`src/sv/rpc_pkg.sv`:
```
// Shared types and constants for the restricted partition counter.
package rpc_pkg;

    localparam int MAX_SUM_DEF = 256;

    localparam int PART_W      = 8;
    localparam int TGT_W       = 9;
    localparam int COUNT_W     = 64;
    localparam int EXCL_DEPTH  = 256;
    localparam int EXCL_AW     = $clog2(EXCL_DEPTH);

    localparam int JOB_Q_DEPTH = 2;

    localparam int APB_AW      = 3;
    localparam int APB_DW      = 32;
    localparam int REG_IDX_W   = 1;

    localparam logic [REG_IDX_W-1:0] REG_TARGET_SUM = 1'b0;

    typedef struct packed {
        logic [TGT_W-1:0] target;
    } job_t;

    typedef struct packed {
        logic empty;
        logic full;
    } q_stat_t;

    typedef enum logic [1:0] {
        F_CLEAR,
        F_OPEN,
        F_HOLD
    } front_state_t;

    typedef enum logic [2:0] {
        B_IDLE,
        B_INIT,
        B_RUN,
        B_FLUSH,
        B_FETCH,
        B_EMIT
    } back_state_t;

endpackage

```
`src/sv/rpc_if.sv`:
```
// Valid/ready channel interfaces for exclusion items and partition counts.
interface rpc_in_if;
    import rpc_pkg::*;

    logic              valid;
    logic              ready;
    logic [PART_W-1:0] excluded_part;
    logic              last_item;

    modport source (output valid, output excluded_part, output last_item, input ready);
    modport sink   (input valid, input excluded_part, input last_item, output ready);
endinterface


```
`src/sv/rpc_front.sv`:
```
// Front end: accepts exclusion items, keeps the exclusion map, queues a case on the last item.
module rpc_front (
    input  logic                        clk,
    input  logic                        rst_n,
    rpc_in_if.sink                      item_in,
    input  logic [rpc_pkg::TGT_W-1:0]   target,
    input  rpc_pkg::q_stat_t            q_stat,
    output logic                        push,
    output rpc_pkg::job_t               push_job,
    input  logic                        case_done,
    input  logic [rpc_pkg::EXCL_AW-1:0] map_idx,
    output logic                        map_bit
);
    import rpc_pkg::*;

    localparam logic [EXCL_AW-1:0] CLR_LAST = EXCL_AW'(EXCL_DEPTH - 1);

    front_state_t            state_reg;
    front_state_t            state_next;
    logic [EXCL_AW-1:0]      clr_idx_reg;
    logic [EXCL_AW-1:0]      clr_idx_next;
    logic                    map_mem [EXCL_DEPTH];
    logic                    map_wr_en;
    logic [EXCL_AW-1:0]      map_wr_addr;
    logic                    map_wr_bit;
    logic                    map_bit_reg;
    logic                    accept;

    always_ff @(posedge clk or negedge rst_n)
    begin
        if (!rst_n)
        begin
            state_reg   <= F_CLEAR;
            clr_idx_reg <= '0;
        end
        else
        begin
            state_reg   <= state_next;
            clr_idx_reg <= clr_idx_next;
        end
    end

    always_comb
    begin
        state_next    = state_reg;
        clr_idx_next  = clr_idx_reg;
        push          = 1'b0;
        item_in.ready = 1'b0;
        accept        = 1'b0;
        map_wr_en     = 1'b0;
        map_wr_addr   = clr_idx_reg;
        map_wr_bit    = 1'b0;
        case (state_reg)
            F_CLEAR:
            begin
                // sweep the map clear, one entry per cycle
                map_wr_en    = 1'b1;
                clr_idx_next = clr_idx_reg + 1'b1;
                if (clr_idx_reg == CLR_LAST)
                begin
                    state_next = F_OPEN;
                end
            end
            F_OPEN:
            begin
                item_in.ready = !q_stat.full;
                accept        = item_in.valid && !q_stat.full;
                if (accept)
                begin
                    if (item_in.excluded_part != '0)
                    begin
                        map_wr_en   = 1'b1;
                        map_wr_addr = item_in.excluded_part;
                        map_wr_bit  = 1'b1;
                    end
                    if (item_in.last_item)
                    begin
                        push       = 1'b1;
                        state_next = F_HOLD;
                    end
                end
            end
            F_HOLD:
            begin
                // hold the map until the counting pass no longer reads it
                if (case_done)
                begin
                    state_next = F_CLEAR;
                end
            end
            default:
            begin
                state_next = F_CLEAR;
            end
        endcase
    end

    always_ff @(posedge clk)
    begin
        if (map_wr_en)
        begin
            map_mem[map_wr_addr] <= map_wr_bit;
        end
        map_bit_reg <= map_mem[map_idx];
    end

    assign push_job.target = target;
    assign map_bit         = map_bit_reg;

endmodule

```
`src/flat_wrapper.sv`:
```
// flat-port wrapper written by rule: the top's interface ports become plain ports
module rpc_front_flat import rpc_pkg::*;
  (clk, rst_n, target, q_stat, push, push_job, case_done, map_idx, map_bit, item_in_valid, item_in_excluded_part, item_in_last_item, item_in_ready);
  rpc_in_if item_in_i ();
  input  logic clk;
  input  logic rst_n;
  input  logic [rpc_pkg::TGT_W-1:0] target;
  input  rpc_pkg::q_stat_t q_stat;
  output logic push;
  output rpc_pkg::job_t push_job;
  input  logic case_done;
  input  logic [rpc_pkg::EXCL_AW-1:0] map_idx;
  output logic map_bit;
  input wire logic [$bits(item_in_i.valid)-1:0] item_in_valid;
  input wire logic [$bits(item_in_i.excluded_part)-1:0] item_in_excluded_part;
  input wire logic [$bits(item_in_i.last_item)-1:0] item_in_last_item;
  output wire logic [$bits(item_in_i.ready)-1:0] item_in_ready;
  assign item_in_i.valid = item_in_valid;
  assign item_in_i.excluded_part = item_in_excluded_part;
  assign item_in_i.last_item = item_in_last_item;
  assign item_in_ready = item_in_i.ready;
  rpc_front u_core (.clk(clk), .rst_n(rst_n), .item_in(item_in_i), .target(target), .q_stat(q_stat), .push(push), .push_job(push_job), .case_done(case_done), .map_idx(map_idx), .map_bit(map_bit));
endmodule
```
`config.mk`:
```
export PLATFORM = sky130hd
export DESIGN_NAME = rpc_front_flat
export DESIGN_NICKNAME = d
export VERILOG_FILES = /design/src/sv/rpc_pkg.sv /design/src/sv/rpc_if.sv /design/src/sv/rpc_front.sv /design/src/flat_wrapper.sv
export SDC_FILE = /design/constraint.sdc
export NUM_CORES = 1
export LEC_CHECK = 0
export CORE_MARGIN = 2
export CORE_UTILIZATION = 45
export DETAILED_ROUTE_END_ITERATION = 8
export DONT_BUFFER_PORTS = 1
export GPL_ROUTABILITY_DRIVEN = 1
export PLACE_DENSITY = 0.66
export SETUP_SLACK_MARGIN = 0.1
export SLEW_MARGIN = 10
export SYNTH_ARGS = -nofsm -noshare
export SYNTH_HDL_FRONTEND = slang
export SYNTH_SLANG_ARGS = --single-unit
```
`constraint.sdc`:
```
create_clock -name clk -period 3.5 [get_ports clk]
set_input_delay 0.35 -clock clk [delete_from_list [all_inputs] [get_ports clk]]
set_output_delay 0.35 -clock clk [all_outputs]
set_load 0.02 [all_outputs]
```
==> metrics.txt <==
synth top area cells=edfxtp_1 (63%), nor2_1 (8.5%), mux4_2 (5.0%); CP top delay family=compound AO/OA/AOI/OAI gates; Vias/cell=5.80; flop2flop setup slack=0.48 ns; Final min period=3.02 ns; Worst-Margin Slew=1.06 ns; CTS tree=yes; Seq/Total Area, Yosys=0.649; NetSw=2.55 mW; period utilization=0.862; synth unique cells=59; antenna-violating nets left=0; worst path bufs/invs=0; initial antenna violation count=0; first-pass detailed-route iteration total=5; Placed Cells=1,217; GRT overflow=0; Synth Area in XOR/XNOR=0.00500; Simple-Gate Fraction of Synth Area=0.127; CORE AREA=26,900 um^2; setup bufs post-CTS=0; outcome=complete, no violations; TritonCTS Buffers=28; # fillers=2,331; growth of design area from synthesis to finish=10.3%; Max Cap Viol=0; clock root buffer master=clkbuf_16; FF/Latch Area=7960 um^2; Slowest-stage cell, CP=nand2_1; Die Y-Extent=169 um; fin cells=1,270; hold path depth=2; worst r2r src=u_core.state_reg[1]; starting density of the core=0.456; compound-gate portion of the synthesized area=0.0596; first-pass GRT wire length=41.8 mm; All-Layer GR Usage=0.195; post-placement cell area=12,600 um^2; Num Clock Sinks=267; Die ar.=28,600 um^2; Multi-input gate area=3830 um^2; Reg power frac=0.436; Syn Area/Cell=13.4 um^2; Yosys top cell area share=0.627; DR WL/cell=21.9 um; via count=7,368; RePlAce Congestion=0.797; Initial DRC Count=869; CP endpoint kind=register; # setup viols final=0; register bit total from synthesis=267; Crit Path Class=register to register; Netlist Area Pre-Place=12,300 um^2; clock latency on the worst-skew pair=0.54 ns; maximum fanout along the worst path=16; count leader, synth=nor2_1; worst hold path type=primary input to register; DP Wirelength=15.9 mm; worst hold endpoint=u_core.state_reg[1]; worst clock skew=0.00746 ns; Pwr Density=631 nW/um^2; post-route setup TNS=0 ns; CP cell instances=nand4bb_1 > a41o_1 > a32oi_1 > o32ai_1 > nand2_1 > nor2_1; crit path launch type=register; WL final=27.9 mm; Worst EP required=3.73 ns; Max Freq=0.332 GHz; Post-Synth Adder-Cell Area=0.00102; cts repair resizes=0; final net count=940; switching share of total power=0.299; critical path's largest stage delay=0.57 ns; syn_nets=948; max reg flops=256; IO Count=44; multiplexer share of the synthesized area=0.120; internal power=5.98 mW; commonest cells in the netlist=nor2_1 (278), edfxtp_1 (256), mux2i_1 (56); final number of hold-violating endpoints=0; Critical Path AT=3.25 ns; clock buffer depth=3; port bufs=0; Mapped Cells=915; Std-Cell Rows=60; clock slew at reported path FFs=0.06 ns; Clock power frac=0.360; share of layout cells above drive strength 1=0.135; Chip Width=169 um; Ys Warns=0; CTS HTree Levels=1; Slew Viols, Final=0; RSZ-0062 raised after global routing=false; Post-synth ARST share=0.0375; top cell type by total area after synthesis=edfxtp_1; Worst VDD drop=476 uV; Finished Cell Area=13,500 um^2; Hold Startpoint=case_done; Main synth FF type=edfxtp_1; largest net degree at the start of global routing=159; Fin Hold WS=0.0338 ns; combinational share of power=0.204; Ant. Diodes=0; vias in the first global route=7,215; fin util=0.503; Remaining DRCs=0; Pleak=4.40 nW; worst reg2reg path depth=6; Slew HR=0.290; worst r2r dst=u_core.map_mem[64]; main combinational cell family by area after synthesis=simple AND/OR/NAND/NOR gates; number of flops mapped to enable cells by yosys=256
==> final cells by class <==
cell class | count | area share
flip-flops and latches | 267 | 0.588
multi-input cells | 561 | 0.283
clock buffers | 42 | 0.0617
well taps | 341 | 0.0315
repair buffers | 38 | 0.0222
clock inverters | 10 | 0.00971
inverters | 11 | 0.00342
==> placed cells by master (no fill, tap or decap), types with 3 or more instances in the layout <==
cell / count
a21oi_1: 3
a22o_1: 7
a22oi_1: 6
a31oi_1: 4
a32oi_1: 8
buf_4: 36
bufinv_16: 3
clkbuf_1: 7
clkbuf_16: 29
clkbuf_8: 6
clkinv_2: 5
dfrtp_1: 10
edfxtp_1: 256
inv_1: 10
mux2i_1: 56
mux4_1: 11
mux4_2: 27
nand2_1: 38
nand3_1: 23
nand3b_1: 3
nand4_1: 5
nor2_1: 278
nor2b_1: 6
nor4_1: 7
o21ai_0: 8
o22a_1: 4
o22ai_1: 20
o32ai_1: 4
o32ai_4: 4
xnor2_1: 7
==> power groups by stage <==
stage / Sequential (mW) / Combinational, mW / Clock, mW
final: 3.72 / 1.74 / 3.07
after detailed placement: 3.79 / 1.72 / 0
after floorplan: 3.72 / 1.21 / 0
after global placement: 3.78 / 1.70 / 0
after global routing: 3.74 / 1.87 / 3.24
after CTS: 3.72 / 1.73 / 3.11
==> layer usage <==
metal,GRT usage,part of all wire
met1,0.271,0.43
met2,0.310,0.47
met3,0.0358,0.076
met4,0.0695,0.031
met5,0,0
==> worst max-delay path by stage <==
stage | start | to | cells after the start
after floorplan | u_core.state_reg[1] | u_core.map_mem[207] | 8
final | u_core.state_reg[1] | u_core.map_mem[64] | 6
after detailed placement | u_core.state_reg[1] | u_core.map_mem[64] | 6
after CTS | u_core.state_reg[1] | u_core.map_mem[64] | 6
after global routing | u_core.state_reg[1] | u_core.map_mem[73] | 6
after global placement | u_core.state_reg[1] | u_core.map_mem[74] | 6
==> metrics by stage <==
step	setup WS [ns]	power, mW
after floorplan	0.276	4.92
final	0.484	8.53
after global placement	0.691	5.48
after CTS	0.592	8.57
after detailed placement	0.599	5.51
after global routing	0.288	8.84
==> cell families (layout without fill, tap and decap cells) <==
group / Yosys count / in the layout
AO/OA/AOI/OAI: 84 / 84
XOR/XNOR: 7 / 7
adder cells (fa/ha/maj): 1 / 1
buffers and inverters: 87 / 101
flip-flops: 267 / 267
multiplexers: 95 / 95
AND/OR/NAND/NOR: 374 / 374
==> what timing repair did <==
item                                    4_1_cts  5_1_grt
hold buffers                                  1        0
endpoints found under the setup margin        0        0
hold endpoints to repair                     10        0
No activity file was read; power rests on OpenSTA's default activity.
