==> src/sv/rpc_pkg.sv <==
// Shared types and constants for the restricted partition counter.
package rpc_pkg;

    localparam int MAX_SUM_DEF = 256;

    localparam int PART_W      = 8;
    localparam int TGT_W       = 9;
    localparam int COUNT_W     = 64;
    localparam int EXCL_DEPTH  = 256;
    localparam int EXCL_AW     = $clog2(EXCL_DEPTH);

    localparam int JOB_Q_DEPTH = 2;

    localparam int APB_AW      = 3;
    localparam int APB_DW      = 32;
    localparam int REG_IDX_W   = 1;

    localparam logic [REG_IDX_W-1:0] REG_TARGET_SUM = 1'b0;

    typedef struct packed {
        logic [TGT_W-1:0] target;
    } job_t;

    typedef struct packed {
        logic empty;
        logic full;
    } q_stat_t;

    typedef enum logic [1:0] {
        F_CLEAR,
        F_OPEN,
        F_HOLD
    } front_state_t;

    typedef enum logic [2:0] {
        B_IDLE,
        B_INIT,
        B_RUN,
        B_FLUSH,
        B_FETCH,
        B_EMIT
    } back_state_t;

endpackage

==> src/sv/rpc_job_q.sv <==
// Short job queue between the front end and the counting engine.
module rpc_job_q (
    input  logic             clk,
    input  logic             rst_n,
    input  logic             push,
    input  rpc_pkg::job_t    push_job,
    input  logic             pop,
    output rpc_pkg::job_t    pop_job,
    output rpc_pkg::q_stat_t q_stat
);
    import rpc_pkg::*;

    localparam int QPW = (JOB_Q_DEPTH > 1) ? $clog2(JOB_Q_DEPTH) : 1;
    localparam int QCW = $clog2(JOB_Q_DEPTH + 1);
    localparam logic [QPW-1:0] PTR_LAST = QPW'(JOB_Q_DEPTH - 1);
    localparam logic [QCW-1:0] CNT_FULL = QCW'(JOB_Q_DEPTH);

    job_t           slots [JOB_Q_DEPTH];
    logic [QPW-1:0] wr_ptr_reg;
    logic [QPW-1:0] wr_ptr_next;
    logic [QPW-1:0] rd_ptr_reg;
    logic [QPW-1:0] rd_ptr_next;
    logic [QCW-1:0] cnt_reg;
    logic [QCW-1:0] cnt_next;
    logic           do_push;
    logic           do_pop;

    assign q_stat.empty = (cnt_reg == '0);
    assign q_stat.full  = (cnt_reg == CNT_FULL);
    assign do_push      = push && !q_stat.full;
    assign do_pop       = pop && !q_stat.empty;
    assign pop_job      = slots[rd_ptr_reg];

    always_comb
    begin
        wr_ptr_next = wr_ptr_reg;
        rd_ptr_next = rd_ptr_reg;
        cnt_next    = cnt_reg;
        if (do_push)
        begin
            wr_ptr_next = (wr_ptr_reg == PTR_LAST) ? '0 : wr_ptr_reg + 1'b1;
        end
        if (do_pop)
        begin
            rd_ptr_next = (rd_ptr_reg == PTR_LAST) ? '0 : rd_ptr_reg + 1'b1;
        end
        if (do_push && !do_pop)
        begin
            cnt_next = cnt_reg + 1'b1;
        end
        else if (do_pop && !do_push)
        begin
            cnt_next = cnt_reg - 1'b1;
        end
    end

    always_ff @(posedge clk or negedge rst_n)
    begin
        if (!rst_n)
        begin
            wr_ptr_reg <= '0;
            rd_ptr_reg <= '0;
            cnt_reg    <= '0;
        end
        else
        begin
            wr_ptr_reg <= wr_ptr_next;
            rd_ptr_reg <= rd_ptr_next;
            cnt_reg    <= cnt_next;
        end
    end

    always_ff @(posedge clk)
    begin
        if (do_push)
        begin
            slots[wr_ptr_reg] <= push_job;
        end
    end

endmodule

==> config.mk <==
export PLATFORM = sky130hd
export DESIGN_NAME = rpc_job_q
export DESIGN_NICKNAME = d
export VERILOG_FILES = /design/src/sv/rpc_pkg.sv /design/src/sv/rpc_job_q.sv
export SDC_FILE = /design/constraint.sdc
export NUM_CORES = 1
export LEC_CHECK = 0
export BUFFER_PORTS_ARGS = -buffer_cell sky130_fd_sc_hd__buf_2
export CELL_PAD_IN_SITES_DETAIL_PLACEMENT = 1
export CELL_PAD_IN_SITES_GLOBAL_PLACEMENT = 2
export CORE_ASPECT_RATIO = 1.1
export CORE_MARGIN = 1.5
export CORE_UTILIZATION = 34
export DETAILED_ROUTE_END_ITERATION = 7
export PLACE_DENSITY = 0.83
export SLEW_MARGIN = 20
export SYNTH_ARGS = -nofsm -noshare
export SYNTH_HDL_FRONTEND = slang
export SYNTH_SLANG_ARGS = --single-unit
export TNS_END_PERCENT = 30
==> constraint.sdc <==
create_clock -name clk -period 1.93 [get_ports clk]
set_input_delay 0.579 -clock clk [delete_from_list [all_inputs] [get_ports clk]]
set_output_delay 0.579 -clock clk [all_outputs]
set_load 0.01 [all_outputs]
==> results of run 1 <==
==> layout make-up <==
class,instances,area share
inverters,2,0.00719
clock buffers,3,0.0216
well taps,30,0.0360
multi-input cells,22,0.192
clock inverters,1,0.00360
repair buffers,25,0.125
flip-flops and latches,22,0.615
==> per-layer routing <==
layer / up-vias / wire length, um / track usage
met5: - / 0 / 0
met4: 0 / 14 / 0.0347
met3: 2 / 59 / 0.0243
li1: 224 / - / -
met1: 224 / 543 / 0.122
met2: 16 / 630 / 0.164
==> per-stage QoR <==
| step | utilization | instance area (um2) |
|---|---|---|
| final | 0.450 | 1040 |
| after CTS | 0.447 | 1040 |
| after global routing | 0.450 | 1040 |
| after global placement | 0.435 | 1010 |
| after detailed placement | 0.435 | 1010 |
| after floorplan | - | 853 |
==> cell usage after synthesis <==
master / count / area, um2
edfxtp_1: 18 / 541
mux2_1: 5 / 56.3
dfrtp_1: 4 / 100
mux2_2: 4 / 45.0
nor2_1: 3 / 11.3
inv_1: 2 / 7.51
xnor2_1: 2 / 17.5
xor2_1: 2 / 17.5
and3_1: 1 / 6.26
buf_2: 1 / 5.00
ha_1: 1 / 12.5
nand2_2: 1 / 6.26
nand2b_1: 1 / 6.26
o21ai_1: 1 / 5.00
xnor2_2: 1 / 16.3
==> cells by family after synthesis <==
logic type / after synthesis
flip-flops: 22
AO/OA/AOI/OAI: 1
XOR/XNOR: 5
adder cells (fa/ha/maj): 1
AND/OR/NAND/NOR: 6
buffers and inverters: 3
multiplexers: 9
==> critical path: cells and delay by family (launching register included) <==
kind	cells	cell delay, ns
muxes	1	0.36
DFF	1	0.51
buffers and inverters	1	0.14
==> power by group <==
group          internal (mW)  switching (mW)  total, mW
Sequential             0.664          0.0974      0.761
Combinational          0.262           0.238      0.499
Clock                 0.0749           0.117      0.192
==> worst max path at each step <==
stage	from	to	slack, ns	depth (start not counted)
finish	rd_ptr_reg$_DFFE_PN0P_	pop_job[0]	0.06	2
detailed placement	rd_ptr_reg$_DFFE_PN0P_	pop_job[6]	0.23	2
global route	rd_ptr_reg$_DFFE_PN0P_	pop_job[5]	-0.01	2
global placement	rd_ptr_reg$_DFFE_PN0P_	pop_job[6]	0.25	2
floorplan	rd_ptr_reg$_DFFE_PN0P_	pop_job[2]	0.47	2
CTS	rd_ptr_reg$_DFFE_PN0P_	pop_job[6]	0.03	2
==> timing repair <==
action                                  in CTS  in global routing
buffers inserted                             0                  1
gates resized for setup                      1                  0
endpoints found under the setup margin       9                  9
hold buffers                                 0                  0
==> results.py, run 1 <==
metrics = {
    "synthesis": {
        "synth-seq-cells": 22,
        "synthXorXnorAreaFrac": 0.0601,
        "synth_compound_area_frac": 0.00587,
        "syn_inst": 47,
        "muxShareOfSynthArea": 0.119,
        "synthDistinctLibCells": 15,
        "netlist_area_um2": 853,
        "syn_nets": 61,
        "synth_warnings": 0,
        "synth_top_family_by_area": "multiplexers",
        "ys_seq_area_frac": 0.751,
        "synthAdderAreaFrac": 0.0147,
        "avgSynthCellArea_um2": 18.2,
        "synthSimpleGateAreaFrac": 0.0352,
    },
    "critical_path": {
        "critical_path_arrival_ns": 1.29,
        "required_ns": 1.35,
        "r2r_cells": 6,
        "critical-path-max-stage-delay_ns": 0.51,
        "cp-start-kind": "flop",
        "worstReg2RegEnd": "cnt_reg[1]$_DFFE_PN0P_",
        "crit_slowest_cell": "dfrtp_2",
        "worstPathMaxFanout": 10,
        "crit_chain": "mux2_2 > buf_2",
        "end_kind": "output port",
        "worst-setup-path-type": "reg -> out",
        "regToRegSetupSlack_ns": 0.42,
        "rr_startpoint": "cnt_reg[0]$_DFFE_PN0P_",
    },
    "cells_and_area": {
        "regArea_um2": 642,
        "final_common_cell": "buf_2",
        "final_cell_mix": "23 x buf_2, 18 x edfxtp_1, 5 x mux2_1",
        "largest_reg_flops": 18,
        "syn2layout_area_growth_pct": 22.3,
        "multi_input_area_um2": 200,
        "fin_nets": 90,
        "drive_gt1_frac": 0.467,
        "fin_cells": 105,
        "fill_cells": 242,
        "num_antenna_cells": 0,
    },
    "placed_design": {
        "dp_hpwl_um": 965,
        "placed_cells": 100,
        "gp_congestion": 0.655,
        "io_buffers": 23,
        "dpl_worst_slack_ns": 0.230,
    },
    "global_routing": {
        "gr-total-overflow": 0,
        "grt_use_total": 0.0979,
        "grt_pass1_vias": 488,
        "grt_max_degree": 13,
        "grt_pass1_wl_mm": 2.07,
        "antenna_found_initial": 0,
    },
    "floorplanning": {
        "die_x_um": 50.8,
        "initial_core_util": 0.368,
        "rows": 18,
        "coreArea_um2": 2320,
        "pin_count": 24,
        "dieArea_um2": 2820,
        "fp.dieH_um": 55.5,
    },
    "sta": {
        "report.final.setup_viol": 0,
        "setup_tns_ns": 0,
        "fin_worst_skew_ns": 0.00245,
        "post-route-min-period_ns": 1.87,
        "tightest_slew_ns": 0.420,
        "worst_hold_slack_ns": 0.0779,
        "grt_setup_unrepaired": "true",
        "min_period_over_period": 0.967,
        "final-hold-violation-count": 0,
        "slew_headroom": 0.720,
        "max_freq_mhz": 536,
        "drv_slew": 0,
        "setup_ws_ns": 0.0645,
    },
    "power": {
        "p_total_mw": 1.45,
        "power.density_nw_per_um2": 1390,
        "peakVddDrop_mv": 0.662,
        "p_leak_nw": 0.429,
    },
    "min_path": {
        "min_path_type": "in -> async",
    },
    "run": {
        "maxCapViolCount": 0,
    },
    "clock_network": {
        "worstSkewPairLatency_ns": 0.28,
        "cts_tree": "yes",
        "cts_root_buf": "clkbuf_4",
        "path_clk_slew_ns": 0.11,
        "cts_htree_levels": 1,
        "clockBufferDepth": 2,
        "clock_sinks": 22,
        "cts_buffers": 3,
    },
    "drt": {
        "drt_wl_total_mm": 1.25,
        "drt_first_iter_violations": 12,
        "drt-vias-per-instance": 4.44,
        "via_count": 466,
        "ant_nets": 0,
        "drc_errors": 0,
        "post_drt_wl_per_cell_um": 11.9,
        "drtPass1Iterations": 2,
    },
    "run_status": {
        "status": "completed",
    },
}
Power figures use the tool's default switching activity.
==> inputs of run 2 (changes only) <==
==> constraint.sdc (replaced) <==
create_clock -name clk -period 1.93 [get_ports clk]
set_input_delay 0.2895 -clock clk [delete_from_list [all_inputs] [get_ports clk]]
set_output_delay 0.2895 -clock clk [all_outputs]
set_load 0.01 [all_outputs]
==> results.py, run 2 (synthesis gave the netlist of run 1 again) <==
metrics = {
    "global_routing": {
        "grt_pass1_vias": 481,
        "met1_usage": 0.118,
        "antenna_found_initial": 0,
        "grt_pass1_wl_mm": 2.20,
        "gr-total-overflow": 0,
        "grtUsageMet2": 0.194,
        "grt_use_met3": 0.0243,
        "grt-busiest-layer": "met2",
        "grt_max_degree": 13,
        "grt_use_total": 0.108,
    },
    "cells_and_area": {
        "final_cell_mix": "23 x buf_2, 18 x edfxtp_1, 5 x mux2_1",
        "fill_cells": 259,
        "num_antenna_cells": 0,
        "drive_gt1_frac": 0.440,
        "final_common_cell": "buf_2",
        "largest_reg_flops": 18,
        "syn2layout_area_growth_pct": 22.4,
        "fin_cells": 105,
        "fin_nets": 90,
    },
    "sta": {
        "post-route-min-period_ns": 1.75,
        "max_freq_mhz": 573,
        "tightest_slew_ns": 0.455,
        "drv_slew": 0,
        "grt_setup_unrepaired": "false",
        "fin_worst_skew_ns": 0.00479,
        "min_period_over_period": 0.904,
        "setup_tns_ns": 0,
        "report.final.setup_viol": 0,
        "final-hold-violation-count": 0,
        "slew_headroom": 0.696,
    },
    "drt": {
        "post_drt_wl_per_cell_um": 13.3,
        "via_count": 468,
        "drt_wl_total_mm": 1.39,
        "drtPass1Iterations": 4,
        "ant_nets": 0,
        "drt_first_iter_violations": 9,
        "drt-vias-per-instance": 4.46,
        "drc_errors": 0,
    },
    "placed_design": {
        "gp_congestion": 0.679,
        "dp_hpwl_mm": 1.05,
        "io_buffers": 23,
        "placed_cells": 100,
    },
    "clock_network": {
        "clockBufferDepth": 2,
        "worstSkewPairLatency_ns": 0.29,
        "cts_resized": 0,
        "ctsHoldBuffers": 1,
        "cts_tree": "yes",
        "post-cts-setup-buffer-count": 0,
        "cts_buffers": 3,
        "cts_root_buf": "clkbuf_4",
        "clock_sinks": 22,
        "cts_htree_levels": 1,
        "path_clk_slew_ns": 0.11,
    },
    "floorplanning": {
        "die_x_um": 50.8,
        "pin_count": 24,
        "rows": 18,
        "fp.dieH_um": 55.5,
        "dieArea_um2": 2820,
        "initial_core_util": 0.368,
        "coreArea_um2": 2320,
    },
    "power": {
        "p_leak_nw": 0.429,
        "peakVddDrop_mv": 0.613,
        "power.density_nw_per_um2": 1390,
    },
    "critical_path": {
        "cp-start-kind": "flop",
        "worstReg2RegEnd": "cnt_reg[1]$_DFFE_PN0P_",
        "regToRegSetupSlack_ns": 0.42,
        "critical_path_arrival_ns": 1.46,
        "rr_startpoint": "cnt_reg[0]$_DFFE_PN0P_",
        "worstPathMaxFanout": 10,
        "worst-setup-path-type": "reg -> out",
        "required_ns": 1.64,
        "r2r_cells": 6,
        "end_kind": "output port",
    },
    "run": {
        "maxCapViolCount": 0,
    },
    "run_status": {
        "status": "completed",
    },
    "min_path": {
        "hold_start": "push_job[8]",
        "min_to": "slots[1][8]$_DFFE_PP_",
        "min_path_type": "in -> reg",
        "worstHoldPathCells": 1,
    },
}
[run 2: area by class of cell]
class                      count  area (um2)  area share
clock inverter                 1        3.75     0.00359
inverter                       2        7.51     0.00719
clock buffer                   3        22.5      0.0216
timing repair buffer          25         133       0.127
multi-input combinational     22         200       0.192
tap                           30        37.5      0.0359
sequential                    22         641       0.613
[run 2: where the power goes]
group | switching [mW] | leakage [nW] | internal, mW
Sequential | 0.105 | 0.214 | 0.661
Combinational | 0.234 | 0.200 | 0.250
Clock | 0.124 | 0.0154 | 0.0751
Total | 0.463 | 0.429 | 0.987
[run 2: layer usage]
layer  up-vias  routed length, um
li1        225                  -
met1       227                558
met2        16                758
met3         0                 76
met4         0                  0
met5         -                  0
[run 2: worst max path at each step]
| stage | from | end | slack [ns] | cells after the start |
|---|---|---|---|---|
| 2_1_floorplan | cnt_reg[0]$_DFFE_PN0P_ | slots[0][0]$_DFFE_PP_ | 0.49 | 3 |
| 3_3_place_gp | cnt_reg[0]$_DFFE_PN0P_ | cnt_reg[1]$_DFFE_PN0P_ | 0.48 | 7 |
| 6_report | rd_ptr_reg$_DFFE_PN0P_ | pop_job[0] | 0.18 | 2 |
| 3_5_place_dp | cnt_reg[0]$_DFFE_PN0P_ | cnt_reg[1]$_DFFE_PN0P_ | 0.44 | 6 |
| 4_1_cts | rd_ptr_reg$_DFFE_PN0P_ | pop_job[0] | 0.14 | 2 |
| 5_1_grt | rd_ptr_reg$_DFFE_PN0P_ | pop_job[0] | 0.09 | 2 |
[run 2: through the flow]
| stage | hold slack (ns) | power [mW] | instance area, um2 | worst slack [ns] | utilization |
|---|---|---|---|---|---|
| after floorplan | -0.00609 | 1.09 | 853 | 0.492 | - |
| after global placement | 0.102 | 1.25 | 1010 | 0.476 | 0.435 |
| after detailed placement | 0.105 | 1.27 | 1010 | 0.443 | 0.435 |
| after CTS | 0.172 | 1.48 | 1040 | 0.140 | 0.450 |
| after global routing | 0.156 | 1.54 | 1040 | 0.0948 | 0.450 |
| final | 0.177 | 1.45 | 1040 | 0.185 | 0.450 |
[run 2: worst max-delay path, stage by stage (launching register included)]
cell and delay (ns):
dfrtp_1 0.64, mux2_2 0.39, buf_2 0.14
==> inputs of run 3 (changes only) <==
--- a/config.mk
+++ b/config.mk
@@ -5,12 +5,13 @@
 export SDC_FILE = /design/constraint.sdc
 export NUM_CORES = 1
 export LEC_CHECK = 0
+export ABC_AREA = 1
 export BUFFER_PORTS_ARGS = -buffer_cell sky130_fd_sc_hd__buf_2
 export CELL_PAD_IN_SITES_DETAIL_PLACEMENT = 1
 export CELL_PAD_IN_SITES_GLOBAL_PLACEMENT = 2
 export CORE_ASPECT_RATIO = 1.1
 export CORE_MARGIN = 1.5
-export CORE_UTILIZATION = 34
+export CORE_UTILIZATION = 31
 export DETAILED_ROUTE_END_ITERATION = 7
 export PLACE_DENSITY = 0.83
 export SLEW_MARGIN = 20
==> results.py, run 3 <==
metrics = {
    "critical_path": {
        "worst-setup-path-type": "reg -> out",
        "rr_startpoint": "cnt_reg[0]$_DFFE_PN0P_",
        "worstPathMaxFanout": 10,
        "critical_path_arrival_ns": 1.27,
        "end_kind": "output port",
        "required_ns": 1.64,
        "crit_path_start": "rd_ptr_reg$_DFFE_PN0P_",
        "cp-start-kind": "flop",
    },
    "synthesis": {
        "yosysTopAreaCellShare": 0.614,
        "postSynth.asyncResetShare": 0.182,
        "yosys-top-cells-area": "edfxtp_1 61%, nand2_1 15%, dfrtp_1 11%",
        "synth_warnings": 0,
        "yosysMostFrequentCell": "nand2_1",
        "synth_area_leader_cell": "edfxtp_1",
        "netlist_area_um2": 881,
        "synth_edf_count": 18,
        "synth-seq-cells": 22,
        "avgSynthCellArea_um2": 11.3,
        "syn_nets": 92,
        "syn_inst": 78,
        "synth_common_cells": "36 x nand2_1, 18 x edfxtp_1, 7 x inv_1",
        "ys_seq_area_frac": 0.727,
        "synthDistinctLibCells": 14,
        "dominantRegCellSynth": "edfxtp_1",
    },
    "sta": {
        "slew_headroom": 0.733,
        "min_period_over_period": 0.810,
        "report.final.setup_viol": 0,
        "final-hold-violation-count": 0,
        "setup_tns_ns": 0,
        "post-route-min-period_ns": 1.56,
        "fin_worst_skew_ns": 0.0141,
        "worst_hold_slack_ns": 0.161,
        "setup_ws_ns": 0.367,
        "max_freq_mhz": 640,
        "tightest_slew_ns": 0.400,
        "drv_slew": 0,
        "grt_setup_unrepaired": "false",
    },
    "cells_and_area": {
        "final_common_cell": "nand2_1",
        "largest_reg_flops": 18,
        "fin_cells": 140,
        "fin_nets": 122,
        "final_cell_mix": "36 x nand2_1, 23 x buf_2, 18 x edfxtp_1",
        "num_antenna_cells": 0,
        "syn2layout_area_growth_pct": 26.0,
        "fin_util": 0.407,
        "drive_gt1_frac": 0.290,
        "design_area_um2": 1110,
    },
    "placed_design": {
        "gp_congestion": 0.687,
        "dpl_cell_area_um2": 1050,
        "dp_hpwl_mm": 1.38,
        "dpl_worst_slack_ns": 0.488,
        "placed_cells": 135,
        "io_buffers": 23,
    },
    "floorplanning": {
        "dieArea_um2": 3170,
        "rows": 20,
        "initial_core_util": 0.323,
        "fp.dieH_um": 58.9,
        "pin_count": 24,
        "die_x_um": 53.8,
        "coreArea_um2": 2730,
    },
    "clock_network": {
        "post-cts-setup-buffer-count": 0,
        "clockBufferDepth": 2,
        "path_clk_slew_ns": 0.13,
        "worstSkewPairLatency_ns": 0.31,
        "cts_root_buf": "clkbuf_4",
        "cts_buffers": 3,
        "clock_sinks": 22,
        "cts_tree": "yes",
        "cts_resized": 0,
        "cts_htree_levels": 1,
    },
    "global_routing": {
        "antenna_found_initial": 0,
        "grt_max_degree": 14,
        "gr-total-overflow": 0,
        "grt_use_total": 0.125,
        "grt_pass1_wl_mm": 2.81,
        "grt_pass1_vias": 615,
    },
    "drt": {
        "drt-vias-per-instance": 4.42,
        "drc_errors": 0,
        "drt_wl_total_mm": 1.72,
        "drt_first_iter_violations": 9,
        "drtPass1Iterations": 2,
        "via_count": 619,
        "ant_nets": 0,
        "post_drt_wl_per_cell_um": 12.3,
    },
    "power": {
        "power.density_nw_per_um2": 1500,
        "peakVddDrop_mv": 1.16,
        "p_total_mw": 1.67,
        "p_leak_nw": 0.520,
    },
    "run_status": {
        "status": "completed",
    },
    "min_path": {
        "hold_start": "push_job[7]",
        "min_path_type": "in -> reg",
    },
    "run": {
        "maxCapViolCount": 0,
    },
}
-- run 3: cell count changes in the layout (fill, tap and decap cells not counted), sizes merged, moves of 2 or more --
| cell | before | now |
|---|---|---|
| inv | 2 | 7 |
| nand2 | 1 | 36 |
| xnor2 | 3 | 1 |
| xor2 | 2 | 0 |
| mux2 | 9 | 0 |
-- run 3: cell families after synthesis --
group / after synthesis / synth area share
AND/OR/NAND/NOR: 43 / 0.197
buffers and inverters: 9 / 0.0398
XOR/XNOR: 1 / 0.00994
adder cells (fa/ha/maj): 1 / 0.0142
AO/OA/AOI/OAI: 2 / 0.0114
flip-flops: 22 / 0.727
-- run 3: power breakdown --
group	total [mW]	switching, mW	internal (mW)
clock	0.348	0.138	0.210
combinational	0.604	0.378	0.226
sequential	0.719	0.0606	0.658
-- run 3: layer usage --
layer	global-route usage	vias up	part of all wire
met4	0.0440	0	0.011
met3	0.0228	4	0.040
met2	0.214	17	0.51
met5	0	-	0
met1	0.155	288	0.44
li1	-	310	-
-- run 3: worst max-delay path, stage by stage (launching register included) --
cell and delay [ns]:
dfrtp_1 0.37, clkinv_1 0.27, nand2_1 0.15, nand2_1 0.06
buf_2 0.13
-- run 3: what timing repair did --
item,in CTS,in global routing
endpoints found under the setup margin,0,0
endpoints found under the hold margin,4,0
hold buffers,1,0
-- run 3: worst paths after layout --
check | end | slack (ns) | depth (start not counted)
max reg2reg | cnt_reg[1]$_DFFE_PN0P_ | 0.47 | 6
min | slots[1][7]$_DFFE_PP_ | 0.16 | 1
min reg2reg | wr_ptr_reg$_DFFE_PN0P_ | 0.51 | 2
max | pop_job[5] | 0.37 | 4
min in group asynchronous | wr_ptr_reg$_DFFE_PN0P_ | 0.29 | 2
max in group asynchronous | rd_ptr_reg$_DFFE_PN0P_ | 1.51 | 2
-- run 3: final cells by class --
class,instances,area [um2]
Timing Repair Buffer,26,140
Clock inverter,1,30.0
Inverter,8,30.0
Multi-Input combinational cell,47,205
Sequential cell,22,641
Tap cell,33,41.3
Clock buffer,3,22.5
Fill cell,328,1620
